<file path="src/design/rbr_pkg.sv">
// Shared types and constants for the reflectance barcode reader.
// No dependencies; imported by every module of the block.
package rbr_pkg;

    localparam int SAMPLE_W       = 10;
    localparam int LEVEL_W        = 10;
    localparam int MIN_W          = 11;
    localparam int EVENT_W        = 3;
    localparam int POS_W          = 2;
    localparam int CFG_INDEX_W    = 2;
    localparam int DIGITS_DEFAULT = 4;

    localparam logic [MIN_W-1:0] NO_MIN          = 11'd1500;
    localparam logic [MIN_W-1:0] MIN_VALID_LIMIT = 11'd1000;

    localparam logic [LEVEL_W-1:0] BLACK_RESET = 10'd10;
    localparam logic [LEVEL_W-1:0] WHITE_RESET = 10'd38;
    localparam logic [LEVEL_W-1:0] TILE_RESET  = 10'd25;

    // Register indexes on the configuration port
    localparam logic [CFG_INDEX_W-1:0] REG_BLACK = 2'd0;
    localparam logic [CFG_INDEX_W-1:0] REG_WHITE = 2'd1;
    localparam logic [CFG_INDEX_W-1:0] REG_TILE  = 2'd2;

    typedef enum logic [2:0] {
        PH_IDLE  = 3'b001,
        PH_START = 3'b010,
        PH_DIGIT = 3'b100
    } phase_t;

    typedef enum logic [EVENT_W-1:0] {
        EV_NONE  = 3'd0,
        EV_START = 3'd1,
        EV_TILE  = 3'd2,
        EV_ZERO  = 3'd3,
        EV_ONE   = 3'd4,
        EV_UNCL  = 3'd5
    } event_t;

    typedef struct packed {
        logic [LEVEL_W-1:0] black_level;
        logic [LEVEL_W-1:0] white_level;
        logic [LEVEL_W-1:0] tile_level;
    } cfg_t;

    typedef struct packed {
        event_t           event_res;
        logic [POS_W-1:0] digit_position;
        logic             code_done;
    } result_t;

endpackage

</file>
<file path="src/design/rbr_cfg.sv">
// Configuration register file for the reflectance barcode reader.
// Depends on rbr_pkg for the register indexes and the cfg_t struct.
module rbr_cfg (
    input  logic                             clk,
    input  logic                             rst_n,
    input  logic                             cfg_valid,
    input  logic [rbr_pkg::CFG_INDEX_W-1:0]  cfg_index,
    input  logic [rbr_pkg::LEVEL_W-1:0]      cfg_data,
    output logic                             cfg_ready,
    output rbr_pkg::cfg_t                    cfg
);
    import rbr_pkg::*;

    cfg_t cfg_reg;
    cfg_t cfg_next;

    assign cfg_ready = 1'b1;

    always_comb
    begin
        cfg_next = cfg_reg;
        if (cfg_valid)
        begin
            unique case (cfg_index)
                REG_BLACK: cfg_next.black_level = cfg_data;
                REG_WHITE: cfg_next.white_level = cfg_data;
                REG_TILE:  cfg_next.tile_level  = cfg_data;
                default:   cfg_next = cfg_reg;   // drop writes beyond the list
            endcase
        end
    end

    always_ff @(posedge clk or negedge rst_n)
    begin
        if (!rst_n)
        begin
            cfg_reg.black_level <= BLACK_RESET;
            cfg_reg.white_level <= WHITE_RESET;
            cfg_reg.tile_level  <= TILE_RESET;
        end
        else
        begin
            cfg_reg <= cfg_next;
        end
    end

    assign cfg = cfg_reg;

endmodule

</file>
<file path="src/design/rbr_step.sv">
// Next-state and event logic for one sample of the barcode reader.
// Purely combinational; depends on rbr_pkg for phase, event and struct types.
module rbr_step #(
    parameter int DIGITS  = rbr_pkg::DIGITS_DEFAULT,
    parameter int DIGIT_W = (DIGITS > 1) ? $clog2(DIGITS) : 1
) (
    input  logic [rbr_pkg::SAMPLE_W-1:0] sample,
    input  rbr_pkg::cfg_t                cfg,
    input  rbr_pkg::phase_t              phase,
    input  logic [DIGIT_W-1:0]           digit_cnt,
    input  logic [rbr_pkg::MIN_W-1:0]    bar_minimum,
    input  logic [rbr_pkg::LEVEL_W-1:0]  bar_maximum,
    output rbr_pkg::phase_t              phase_next,
    output logic [DIGIT_W-1:0]           digit_cnt_next,
    output logic [rbr_pkg::MIN_W-1:0]    bar_minimum_next,
    output logic [rbr_pkg::LEVEL_W-1:0]  bar_maximum_next,
    output rbr_pkg::result_t             result
);
    import rbr_pkg::*;

    localparam logic [DIGIT_W-1:0] LAST_DIGIT = DIGIT_W'(DIGITS - 1);

    logic [LEVEL_W-1:0]   peak;
    logic [MIN_W-1:0]     sample_ext;
    logic [MIN_W-1:0]     white_ext;
    logic [DIGIT_W+1:0]   pos_ext;

    assign peak       = (sample > bar_maximum) ? sample : bar_maximum;
    assign sample_ext = {1'b0, sample};
    assign white_ext  = {1'b0, cfg.white_level};
    assign pos_ext    = {2'b00, digit_cnt};

    always_comb
    begin
        phase_next       = phase;
        digit_cnt_next   = digit_cnt;
        bar_minimum_next = bar_minimum;
        bar_maximum_next = bar_maximum;
        result.event_res      = EV_NONE;
        result.digit_position = '0;
        result.code_done      = 1'b0;

        unique case (phase)
            PH_IDLE:
            begin
                if (sample <= cfg.black_level)
                begin
                    phase_next = PH_START;
                end
            end
            PH_START:
            begin
                bar_maximum_next = peak;
                if (peak >= cfg.white_level)
                begin
                    result.event_res = EV_START;
                    phase_next       = PH_DIGIT;
                    digit_cnt_next   = '0;
                    bar_maximum_next = '0;
                end
                else if (sample <= cfg.black_level && peak >= cfg.tile_level)
                begin
                    result.event_res = EV_TILE;
                    phase_next       = PH_IDLE;
                    bar_maximum_next = '0;
                    bar_minimum_next = NO_MIN;
                end
            end
            PH_DIGIT:
            begin
                bar_maximum_next = '0;
                if (sample > cfg.white_level && bar_minimum >= MIN_VALID_LIMIT)
                begin
                    // white before any bar sample: re-arm the minimum
                    bar_minimum_next = NO_MIN;
                end
                else if (sample_ext < bar_minimum)
                begin
                    bar_minimum_next = sample_ext;
                end
                else if (sample >= cfg.white_level)
                begin
                    if (bar_minimum <= {1'b0, cfg.black_level})
                    begin
                        result.event_res = EV_ZERO;
                    end
                    else if (bar_minimum < white_ext)
                    begin
                        result.event_res = EV_ONE;
                    end
                    else
                    begin
                        result.event_res = EV_UNCL;
                    end
                    result.digit_position = pos_ext[POS_W-1:0];
                    bar_minimum_next      = NO_MIN;
                    if (digit_cnt == LAST_DIGIT)
                    begin
                        result.code_done = 1'b1;
                        phase_next       = PH_IDLE;
                        digit_cnt_next   = '0;
                    end
                    else
                    begin
                        digit_cnt_next = digit_cnt + DIGIT_W'(1);
                    end
                end
            end
            default:
            begin
                phase_next = PH_IDLE;
            end
        endcase
    end

endmodule

</file>
<file path="src/design/reflectance_barcode_reader.sv">
// Reflectance barcode reader: input sample register, one step of phase logic,
// result register. Throughput one sample per cycle while result_stall is low;
// the phase state updates as a sample moves from the input register into the
// result register.
// Reset (rst_n, async low) empties both registers, puts the phase at idle,
// the bar minimum at its no-minimum mark and the levels at 10/38/25.
module reflectance_barcode_reader #(
    parameter int DIGITS = rbr_pkg::DIGITS_DEFAULT
) (
    input  logic                             clk,
    input  logic                             rst_n,
    // sample channel
    input  logic                             sample_valid,
    output logic                             sample_stall,
    input  logic [rbr_pkg::SAMPLE_W-1:0]     sample,
    // result channel
    output logic                             result_valid,
    input  logic                             result_stall,
    output logic [rbr_pkg::EVENT_W-1:0]      event_res,
    output logic [rbr_pkg::POS_W-1:0]        digit_position,
    output logic                             code_done,
    // configuration write channel
    input  logic                             cfg_valid,
    output logic                             cfg_ready,
    input  logic [rbr_pkg::CFG_INDEX_W-1:0]  cfg_index,
    input  logic [rbr_pkg::LEVEL_W-1:0]      cfg_data
);
    import rbr_pkg::*;

    localparam int DIGIT_W = (DIGITS > 1) ? $clog2(DIGITS) : 1;

    cfg_t cfg;

    // Input register
    logic                s1_valid_reg;
    logic                s1_valid_next;
    logic [SAMPLE_W-1:0] s1_sample_reg;

    // Phase state, advanced once per sample that leaves the input register
    phase_t              phase_reg;
    phase_t              phase_next;
    logic [DIGIT_W-1:0]  digit_cnt_reg;
    logic [DIGIT_W-1:0]  digit_cnt_next;
    logic [MIN_W-1:0]    bar_minimum_reg;
    logic [MIN_W-1:0]    bar_minimum_next;
    logic [LEVEL_W-1:0]  bar_maximum_reg;
    logic [LEVEL_W-1:0]  bar_maximum_next;

    // Result register
    logic                result_valid_reg;
    logic                result_valid_next;
    result_t             result_reg;
    result_t             step_result;

    logic                out_free;
    logic                s1_fire;
    logic                sample_accept;

    rbr_cfg u_cfg (
        .clk       (clk),
        .rst_n     (rst_n),
        .cfg_valid (cfg_valid),
        .cfg_index (cfg_index),
        .cfg_data  (cfg_data),
        .cfg_ready (cfg_ready),
        .cfg       (cfg)
    );

    rbr_step #(
        .DIGITS  (DIGITS),
        .DIGIT_W (DIGIT_W)
    ) u_step (
        .sample           (s1_sample_reg),
        .cfg              (cfg),
        .phase            (phase_reg),
        .digit_cnt        (digit_cnt_reg),
        .bar_minimum      (bar_minimum_reg),
        .bar_maximum      (bar_maximum_reg),
        .phase_next       (phase_next),
        .digit_cnt_next   (digit_cnt_next),
        .bar_minimum_next (bar_minimum_next),
        .bar_maximum_next (bar_maximum_next),
        .result           (step_result)
    );

    // The result register can take a new value when empty or being drained.
    assign out_free      = !result_valid_reg || !result_stall;
    assign s1_fire       = s1_valid_reg && out_free;
    assign sample_stall  = s1_valid_reg && !out_free;
    assign sample_accept = sample_valid && !sample_stall;

    always_comb
    begin
        if (sample_accept)
        begin
            s1_valid_next = 1'b1;
        end
        else if (s1_fire)
        begin
            s1_valid_next = 1'b0;
        end
        else
        begin
            s1_valid_next = s1_valid_reg;
        end

        if (s1_fire)
        begin
            result_valid_next = 1'b1;
        end
        else if (out_free)
        begin
            result_valid_next = 1'b0;
        end
        else
        begin
            result_valid_next = result_valid_reg;
        end
    end

    always_ff @(posedge clk or negedge rst_n)
    begin
        if (!rst_n)
        begin
            s1_valid_reg     <= 1'b0;
            result_valid_reg <= 1'b0;
            phase_reg        <= PH_IDLE;
            digit_cnt_reg    <= '0;
            bar_minimum_reg  <= NO_MIN;
            bar_maximum_reg  <= '0;
        end
        else
        begin
            s1_valid_reg     <= s1_valid_next;
            result_valid_reg <= result_valid_next;
            // advance the phase state only when a transaction moves to the output
            if (s1_fire)
            begin
                phase_reg       <= phase_next;
                digit_cnt_reg   <= digit_cnt_next;
                bar_minimum_reg <= bar_minimum_next;
                bar_maximum_reg <= bar_maximum_next;
            end
        end
    end

    // Payload registers: hold while stalled, load on each move
    always_ff @(posedge clk)
    begin
        if (sample_accept)
        begin
            s1_sample_reg <= sample;
        end
        if (s1_fire)
        begin
            result_reg <= step_result;
        end
    end

    assign result_valid   = result_valid_reg;
    assign event_res      = result_reg.event_res;
    assign digit_position = result_reg.digit_position;
    assign code_done      = result_reg.code_done;

    // Outside the digit phases no bar minimum is ever held.
    assert property (@(posedge clk) disable iff (!rst_n)
        (phase_reg != PH_DIGIT) |-> (bar_minimum_reg == NO_MIN))
        else $error("bar minimum held outside digit phase");

    // The running peak only lives in the start bar.
    assert property (@(posedge clk) disable iff (!rst_n)
        (bar_maximum_reg != '0) |-> (phase_reg == PH_START))
        else $error("bar maximum nonzero outside start bar");

    // The digit counter rests at zero when no code is being read.
    assert property (@(posedge clk) disable iff (!rst_n)
        (phase_reg != PH_DIGIT) |-> (digit_cnt_reg == '0))
        else $error("digit counter not cleared outside digits");

    // Code completion comes only with a digit event and returns to idle.
    assert property (@(posedge clk) disable iff (!rst_n)
        (s1_fire && step_result.code_done) |->
            ((step_result.event_res == EV_ZERO || step_result.event_res == EV_ONE
              || step_result.event_res == EV_UNCL) && phase_next == PH_IDLE))
        else $error("code done without a final digit");

    // The state moves only when a transaction leaves the input register.
    assert property (@(posedge clk) disable iff (!rst_n)
        !$past(s1_fire) |-> ($stable(phase_reg) && $stable(bar_minimum_reg)))
        else $error("phase state changed without a transaction");

endmodule

</file>
<file path="config.mk">
export PLATFORM = sky130hd
export DESIGN_NAME = reflectance_barcode_reader
export DESIGN_NICKNAME = d
export VERILOG_FILES = /design/src/design/rbr_pkg.sv /design/src/design/rbr_cfg.sv /design/src/design/rbr_step.sv /design/src/design/reflectance_barcode_reader.sv
export SDC_FILE = /design/constraint.sdc
export NUM_CORES = 1
export LEC_CHECK = 0
export ABC_AREA = 1
export BUFFER_PORTS_ARGS = -buffer_cell sky130_fd_sc_hd__buf_2
export CAP_MARGIN = 20
export CORE_MARGIN = 1.5
export CORE_UTILIZATION = 30
export DETAILED_ROUTE_END_ITERATION = 10
export SYNTH_ARGS = -nofsm -noshare
export SYNTH_HDL_FRONTEND = slang
export SYNTH_SLANG_ARGS = --single-unit
export TNS_END_PERCENT = 10
</file>
<file path="constraint.sdc">
create_clock -name clk -period 4 [get_ports clk]
set_input_delay 0.6 -clock clk [delete_from_list [all_inputs] [get_ports clk]]
set_output_delay 0.6 -clock clk [all_outputs]
set_load 0.01 [all_outputs]
</file>
==> flow_summary.ini, run 1 <==
[status]
status = finished clean

[worst_setup_path]
endpoint = bar_minimum_reg[9]
r2r_end = bar_minimum_reg[9]
max_stage_delay_ps = 490
reg2reg_from = s1_sample_reg[9]
cp_max_fo = 11
crit_start = s1_sample_reg[9]
crit_chain = ha_1 -> nand2_1 -> nor2_1 -> o211ai_1 -> nand3_1 -> nand2_1 -> buf_4 -> o21ai_0 -> inv_1 -> ha_1 -> nand2_1 -> nand2_1 -> nand3_1 -> nand2_1 -> nand2_1 -> nand3_1 -> nand2_1 -> nand2_1 -> inv_1 -> nand3_2 -> nand2_1 -> nand2_1
slowest_stage = edfxtp_1
worstPathArrival_ps = 3880
cp.required_ps = 4240
ff2ff_path_depth = 22
crit_top_cell = nand2_1
crit_path_start_kind = flip-flop
critPathKind = flip-flop to flip-flop
cp-end-kind = flip-flop
r2r_slack_ps = 360

[grt]
grt_pass1_vias = 4244
grt_antenna_before_repair = 0
grt_usage = 0.157
grt_max_degree = 31
grt_pass1_wl_um = 21600
overflow = 0

[cells_and_area]
drive_gt1_frac = 0.151
area_delta_synth_final_pct = 15.3
utilization = 0.352
num_antenna_cells = 0
final_cell_mix = nand2_1, inv_1, ha_1, o21ai_0, dfrtp_1
largest_reg_flops = 30
layout_commonest_cell = nand2_1
layout.nets = 823

[power]
power.internal_uw = 2160
p_sw_uw = 1570
pwr_density_cell_nw_per_um2 = 615
switching_share = 0.420
combPwrFrac = 0.462
ir_drop_uv = 385
p_seq_frac = 0.311
pwr-share-clk = 0.227
p_leak_uw = 0.00310

[timing]
finalSetupTns_ps = 0
hold_violations = 0
slew_headroom = 0.561
setup_viol = 0
fin_crit_sh = 0.911
max_freq_mhz = 275
rsz0062_at_grt = no
report.final.slew_viol_count = 0
clock_skew_ps = 6.50
worstMarginPinSlew_ps = 658
postLayoutSetupSlackWorst_ps = 357
period_minus_slack_ps = 3640

[floorplanning]
die-area_sq_um = 18300
die_h_um = 135
fp.dieW_um = 135
initial_core_util = 0.306
io_pins = 36
std_cell_rows = 48
core-area_sq_um = 17200

[clock_network]
cts_max_level = 3
hold_buffers = 0
cts_setup_buffers = 0
clk_latency_ps = 350
cts_tree = done
cts_root_buf = clkbuf_16
cts_resized = 0
clk_pin_slew_worst_paths_ps = 60
clk_path_buf_depth = 2
numCtsBuffers = 9
cts_num_sinks = 74

[logic_synthesis]
netlist_area_sq_um = 5250
yosys.area.top_type = dfrtp_1
yosysWarnings = 0
yosys-top-cells-area = dfrtp_1, ha_1, nand2_1, edfxtp_1, dfstp_2
synthCells = 671
avgSynthCellArea_sq_um = 7.82
seq_area_frac_synth = 0.372
syn_nets = 777
synth_top_area_frac = 0.200
synth_cell_types = 37
synth_seq_cells = 74

[routing]
routed_wl_um = 13300
ant_nets = 0
drt_iter0_markers = 199
drc = 0
vias_per_cell = 4.61
vias = 4369
dr.pass1.iters = 4
route.detailed.wl_per_inst_um = 14.0

[place]
dp_hpwl_um = 10500
routabilityCongestion = 0.852
dp_worst_setup_slack_ps = 445
io_buffers = 34

[flow_run]
cap_violations = 0

[min_path]
hold_class = input port to async pin
## through the flow
step	power (uW)	instances	hold WS [ps]	cell area, sq um
2_1_floorplan	2390	671	304	5250
3_3_place_gp	2840	931	458	5740
3_5_place_dp	2870	931	455	5740
4_1_cts	3750	947	297	6050
5_1_grt	4100	947	333	6050
6_report	3720	947	276	6050
## critical path: cells and delay by family (launching register included)
family / cells / cell delay, ps
flip-flops: 1 / 490
AO/OA/AOI/OAI: 2 / 370
adder cells (fa/ha/maj): 2 / 660
buffers and inverters: 3 / 400
AND/OR/NAND/NOR: 15 / 1590
## how the worst min path moves through the flow
stage	endpoint	start	slack [ps]
6_report	u_cfg.cfg[28]	rst_n	280
3_3_place_gp	result_valid	s1_valid_reg	460
4_1_cts	u_cfg.cfg[28]	rst_n	300
5_1_grt	u_cfg.cfg[28]	rst_n	330
2_1_floorplan	bar_maximum_reg[0]	rst_n	300
3_5_place_dp	result_valid	s1_valid_reg	460
## power groups by stage
stage	logic (uW)	clock network, uW	registers [uW]
floorplan	1280	0	1110
global placement	1680	0	1160
detailed placement	1710	0	1170
CTS	1720	871	1160
global route	2020	899	1180
finish	1720	845	1160
## cell type report
type                       count  area, sq um
tap                          225          282
fill                        1854        11100
clock buffer                  11          254
sequential                    74         1950
multi-input combinational    470         2800
timing repair buffer          49          283
inverter                     113          424
clock inverter                 5         58.8
## kinds of logic (layout without fill, tap and decap cells)
family	after synthesis	after routing	synth area share
other cells	1	1	0.000715
simple gates	297	297	0.250
flops	74	74	0.372
buf+inv	127	178	0.0951
fa+ha+maj	79	79	0.188
compound gates	93	93	0.0942
## metal layers
metal  up-vias  track usage  part of all wire
met3        28       0.0258             0.030
met1      2006        0.199              0.47
met5         -            0                 0
met4         0       0.0741             0.032
met2        77        0.261              0.47
li1       2258            -                 -
## synth_stat cells (all sizes together)
cell     number
conb          1
dfstp        16
o21a          3
nor3          4
buf           6
edfxtp       16
o21ai        60
nand3        44
a21o          1
nor2         48
ha           79
o21bai        1
nor4b         1
o2111ai       1
clkbuf        8
or2           1
a21oi        25
nand2       189
o211ai        2
inv         113
nand3b        2
dfrtp        42
nand4         8
Note: power is estimated with default switching activity, not from simulation.
==> inputs of run 2 (changes only) <==
ABC_AREA = not set   (was 1)
MAX_ROUTING_LAYER = met4   (was not set)
SLEW_MARGIN = 10   (was not set)
==> run 2 against run 1 <==
Clock power is 9.1% lower. Largest power group unchanged. Non-clock buffer count is 10 higher. Routed wire length is 5.1% lower. Core utilization is 1.3 points higher. Count of clock-buffer cells in the layout is 3 higher. Combinational power is 13% lower. Hold slack better by 51 ps. Die area is 7.8% lower.
==> flow_summary.ini, run 2 <==
[floorplanning]
io_pins = 36
die_h_um = 130
std_cell_rows = 46
fp.dieW_um = 130
initial_core_util = 0.305
core-area_sq_um = 15800
die-area_sq_um = 16900

[power]
ir_drop_uv = 261
pwr_density_cell_nw_per_um2 = 594
finalPower_uw = 3430
p_leak_uw = 0.00275

[timing]
rsz0062_at_grt = no
hold_violations = 0
clock_skew_ps = 8.36
finalSetupTns_ps = 0
fin_crit_sh = 0.953
setup_viol = 0
period_minus_slack_ps = 3810
slew_headroom = 0.490
max_freq_mhz = 262
worstMarginPinSlew_ps = 765
report.final.slew_viol_count = 0

[worst_setup_path]
r2r_end = phase_reg[1]
path_buf_inv = 2
crit_family = compound AO/OA/AOI/OAI gates
endpoint = phase_reg[1]
crit_chain = ha_1 -> a21o_1 -> a21o_1 -> a21oi_2 -> nor2_1 -> o32ai_2 -> buf_4 -> buf_4 -> mux2_2 -> ha_1 -> o21a_1 -> a21oi_1 -> o21a_1 -> o211a_2 -> nand3_2 -> nor2b_1 -> mux2_1
cp_max_fo = 7
cp.required_ps = 4220
max_stage_delay_ps = 390
crit_path_start_kind = flip-flop
ff2ff_path_depth = 17
slowest_stage = edfxtp_1
reg2reg_from = s1_sample_reg[3]
cp-end-kind = flip-flop
path_depth = 17
critPathKind = flip-flop to flip-flop
worstPathArrival_ps = 4040
r2r_slack_ps = 190
crit_start = s1_sample_reg[3]

[logic_synthesis]
synthCells = 451
netlist_area_sq_um = 4830
synth_edf_count = 16
synth_most_common_cell = ha_1
synth_top_area_frac = 0.218
synthArstFlopShare = 0.784
yosys.area.top_type = dfrtp_1
yosysWarnings = 0
ys.flop_type = dfrtp_1
synth_common_cells = ha_1, inv_1, dfrtp_1, mux2_2, nand2_1
seq_area_frac_synth = 0.404
avgSynthCellArea_sq_um = 10.7
synth_cell_types = 57
synth_seq_cells = 74
yosys-top-cells-area = dfrtp_1, ha_1, edfxtp_1, dfstp_2, mux2_2
syn_nets = 557

[grt]
grt_max_degree = 32
grt_usage = 0.166
grt_pass1_vias = 3869
overflow = 0
grt_pass1_wl_um = 20200
grt_antenna_before_repair = 0

[routing]
drc = 0
route.detailed.wl_per_inst_um = 17.1
vias_per_cell = 5.01
dr.pass1.iters = 4
ant_nets = 0
drt_iter0_markers = 213
vias = 3680
routed_wl_um = 12600

[clock_network]
clk_path_buf_depth = 2
cts_tree = done
clk_latency_ps = 350
cts_num_sinks = 74
clk_pin_slew_worst_paths_ps = 50
numCtsBuffers = 9
cts_root_buf = clkbuf_16
cts_max_level = 3
hold_buffers = 0

[place]
routabilityCongestion = 0.930
dpl-instance-area_sq_um = 5390
dp_hpwl_um = 9880
io_buffers = 34

[cells_and_area]
layout_commonest_cell = ha_1
final_cell_mix = ha_1, inv_1, dfrtp_1, buf_2, buf_4
stdcell_area_sq_um = 5780
area_delta_synth_final_pct = 19.7
utilization = 0.365
largest_reg_flops = 30
drive_gt1_frac = 0.247
num_antenna_cells = 0
layout.nets = 620

[status]
status = finished clean

[flow_run]
cap_violations = 0

[min_path]
hold_class = input port to async pin
run 2: cell types whose count changed after synthesis, moves of 8 or more:
cell,delta
nor2b_1,+9
nor2_1,-26
a21o_1,+13
a22o_1,+11
nand3_1,-34
inv_1,-49
nand2b_1,+8
nand2_1,-163
o21ai_0,-38
mux2_2,+27
run 2: cell type report:
class	count	area, sq um
clock buffer	14	265
clock inverter	2	10.0
fill	1576	10000
inverter	58	218
multi-input combinational	312	2700
sequential	74	1950
tap	216	270
timing repair buffer	59	370
run 2: repair_timing:
action                                  in CTS  in global routing
endpoints found under the setup margin       1                 21
cloned                                       0                  1
resized for setup                            1                 14
buffers inserted                             0                  6
pin swaps                                    0                  2
run 2: how the worst min path moves through the flow:
stage            startpoint  depth (start not counted)  slack (ps)                  to
6_report              rst_n                          1         330       u_cfg.cfg[18]
5_1_grt               rst_n                          1         380       u_cfg.cfg[19]
4_1_cts               rst_n                          1         340       u_cfg.cfg[19]
3_5_place_dp   s1_valid_reg                          1         480        result_valid
3_3_place_gp   s1_valid_reg                          1         470        result_valid
2_1_floorplan         rst_n                          0         300  bar_maximum_reg[0]
run 2: report_power, final:
part / internal (uW) / leakage (uW) / total (uW) / switching (uW)
logic: 713 / 0.00177 / 1500 / 788
registers: 994 / 0.000845 / 1170 / 172
clock network: 456 / 0.000136 / 768 / 312
run 2: logic make-up (layout without fill, tap and decap cells):
logic type | after synthesis | count (layout) | synth area share
AOI/OAI and AO/OA | 108 | 109 | 0.162
and+or+nand+nor | 91 | 91 | 0.102
adders and majority gates | 79 | 79 | 0.205
DFF | 74 | 74 | 0.404
buffers and inverters | 66 | 133 | 0.0531
muxes | 32 | 32 | 0.0736
other | 1 | 1 | 0.000776
run 2: metal layers:
| metal | routed length [um] | track usage |
|---|---|---|
| met5 | 0 | - |
| met3 | 546 | 0.0373 |
| met1 | 5620 | 0.198 |
| met4 | 454 | 0.0889 |
| met2 | 5970 | 0.261 |
run 2: per-stage QoR:
step	hold WS (ps)	std cells	setup slack, ps
6_report	327	735	186
2_1_floorplan	304	451	263
3_5_place_dp	477	712	18.4
5_1_grt	381	735	14.6
3_3_place_gp	474	712	139
4_1_cts	345	728	13.2
==> inputs of run 3 (changes only) <==
ABC_AREA = 1   (was not set)
==> run 3 against run 2 <==
Combinational power up 15%. Final area is 4.6% higher. Non-clock buffer count is 10 lower. Critical endpoint is now bar_minimum_reg[9]. Largest power group unchanged.
==> flow_summary.ini, run 3 (same netlist as run 1, synthesis figures left out) <==
[clock_network]
cts_num_sinks = 74
clk_pin_slew_worst_paths_ps = 60
clk_path_buf_depth = 2
cts_tree = done
numCtsBuffers = 9
cts_max_level = 3
cts_root_buf = clkbuf_16
cts_setup_buffers = 0
cts_resized = 0
clk_latency_ps = 350
hold_buffers = 0

[power]
p_leak_uw = 0.00310
switching_share = 0.421
ir_drop_uv = 385
p_seq_frac = 0.311
pwr-share-clk = 0.227
p_sw_uw = 1570
pwr_density_cell_nw_per_um2 = 616
combPwrFrac = 0.462
power.internal_uw = 2160

[timing]
clock_skew_ps = 5.78
max_freq_mhz = 275
hold_violations = 0
setup_viol = 0
finalSetupTns_ps = 0
rsz0062_at_grt = no
postLayoutSetupSlackWorst_ps = 361
fin_crit_sh = 0.910
slew_headroom = 0.560
whs_ps = 276
period_minus_slack_ps = 3640
report.final.slew_viol_count = 0
worstMarginPinSlew_ps = 661

[place]
dp_worst_setup_slack_ps = 445
io_buffers = 34
dp_hpwl_um = 10500
routabilityCongestion = 0.865

[routing]
routed_wl_um = 13300
dr.pass1.iters = 4
drt_iter0_markers = 205
drc = 0
route.detailed.wl_per_inst_um = 14.0
ant_nets = 0
vias_per_cell = 4.60
vias = 4357

[floorplanning]
io_pins = 36
core-area_sq_um = 17200
fp.dieW_um = 135
die-area_sq_um = 18300
std_cell_rows = 48
die_h_um = 135
initial_core_util = 0.306

[worst_setup_path]
critPathKind = flip-flop to flip-flop
crit_start = s1_sample_reg[9]
reg2reg_from = s1_sample_reg[9]
cp-end-kind = flip-flop
cp.required_ps = 4240
crit_path_start_kind = flip-flop
cp_max_fo = 11
worstPathArrival_ps = 3880
r2r_slack_ps = 360

[cells_and_area]
layout_commonest_cell = nand2_1
area_delta_synth_final_pct = 15.3
final_cell_mix = nand2_1, inv_1, ha_1, o21ai_0, dfrtp_1
layout.nets = 823
num_antenna_cells = 0
drive_gt1_frac = 0.151
largest_reg_flops = 30

[grt]
grt_antenna_before_repair = 0
grt_max_degree = 31
overflow = 0
grt_pass1_wl_um = 21700
grt_usage = 0.162
grt_pass1_vias = 4233

[min_path]
hold_class = input port to async pin

[flow_run]
cap_violations = 0

[status]
status = finished clean
-- run 3: final timing paths --
kind	endpoint	cells after the start
min reg2reg	result_valid	2
max in group asynchronous	bar_minimum_reg[7]	2
min	u_cfg.cfg[28]	1
max reg2reg	bar_minimum_reg[9]	22
min in group clk	s1_sample_reg[4]	1
max	bar_minimum_reg[9]	22
-- run 3: metrics by stage --
stage | power [uW] | utilization | cells | area [sq um]
after floorplan | 2390 | - | 671 | 5250
after global placement | 2840 | 0.334 | 931 | 5740
after detailed placement | 2870 | 0.334 | 931 | 5740
after CTS | 3750 | 0.352 | 947 | 6050
after global routing | 4100 | 0.352 | 947 | 6050
final | 3730 | 0.352 | 947 | 6050
-- run 3: layout make-up --
| cell class | instances | area, sq um |
|---|---|---|
| sequential | 74 | 1950 |
| timing repair buffer | 49 | 283 |
| clock inverter | 5 | 58.8 |
| multi-input combinational | 470 | 2800 |
| clock buffer | 11 | 254 |
| tap | 225 | 282 |
| fill | 1854 | 11100 |
| inverter | 113 | 424 |
-- run 3: metal layers --
layer | part of all wire | vias to the layer above | GRT usage | routed length (um)
li1 | - | 2258 | - | -
met1 | 0.47 | 1992 | 0.200 | 6290
met2 | 0.46 | 79 | 0.261 | 6170
met3 | 0.029 | 28 | 0.0258 | 388
met4 | 0.032 | 0 | 0.0741 | 430
met5 | 0 | - | - | 0
-- run 3: power by group through the flow --
stage | combinational, uW | clock, uW | sequential (uW)
after detailed placement | 1710 | 0 | 1170
after CTS | 1720 | 871 | 1160
after global routing | 2020 | 899 | 1180
after global placement | 1680 | 0 | 1160
final | 1720 | 848 | 1160
after floorplan | 1280 | 0 | 1110
-- run 3: worst max-delay path, stage by stage (launching register included) --
cell      delay (ps)
edfxtp_1         490
ha_1             350
nand2_1           70
nor2_1           180
o211ai_1         110
nand3_1           90
nand2_1          170
buf_4            210
o21ai_0          260
inv_1            130
ha_1             310
nand2_1           70
nand2_1           50
nand3_1           60
nand2_1           50
nand2_1           70
nand3_1          140
nand2_1          150
nand2_1           90
inv_1             70
nand3_2          210
nand2_1          120
nand2_1           60
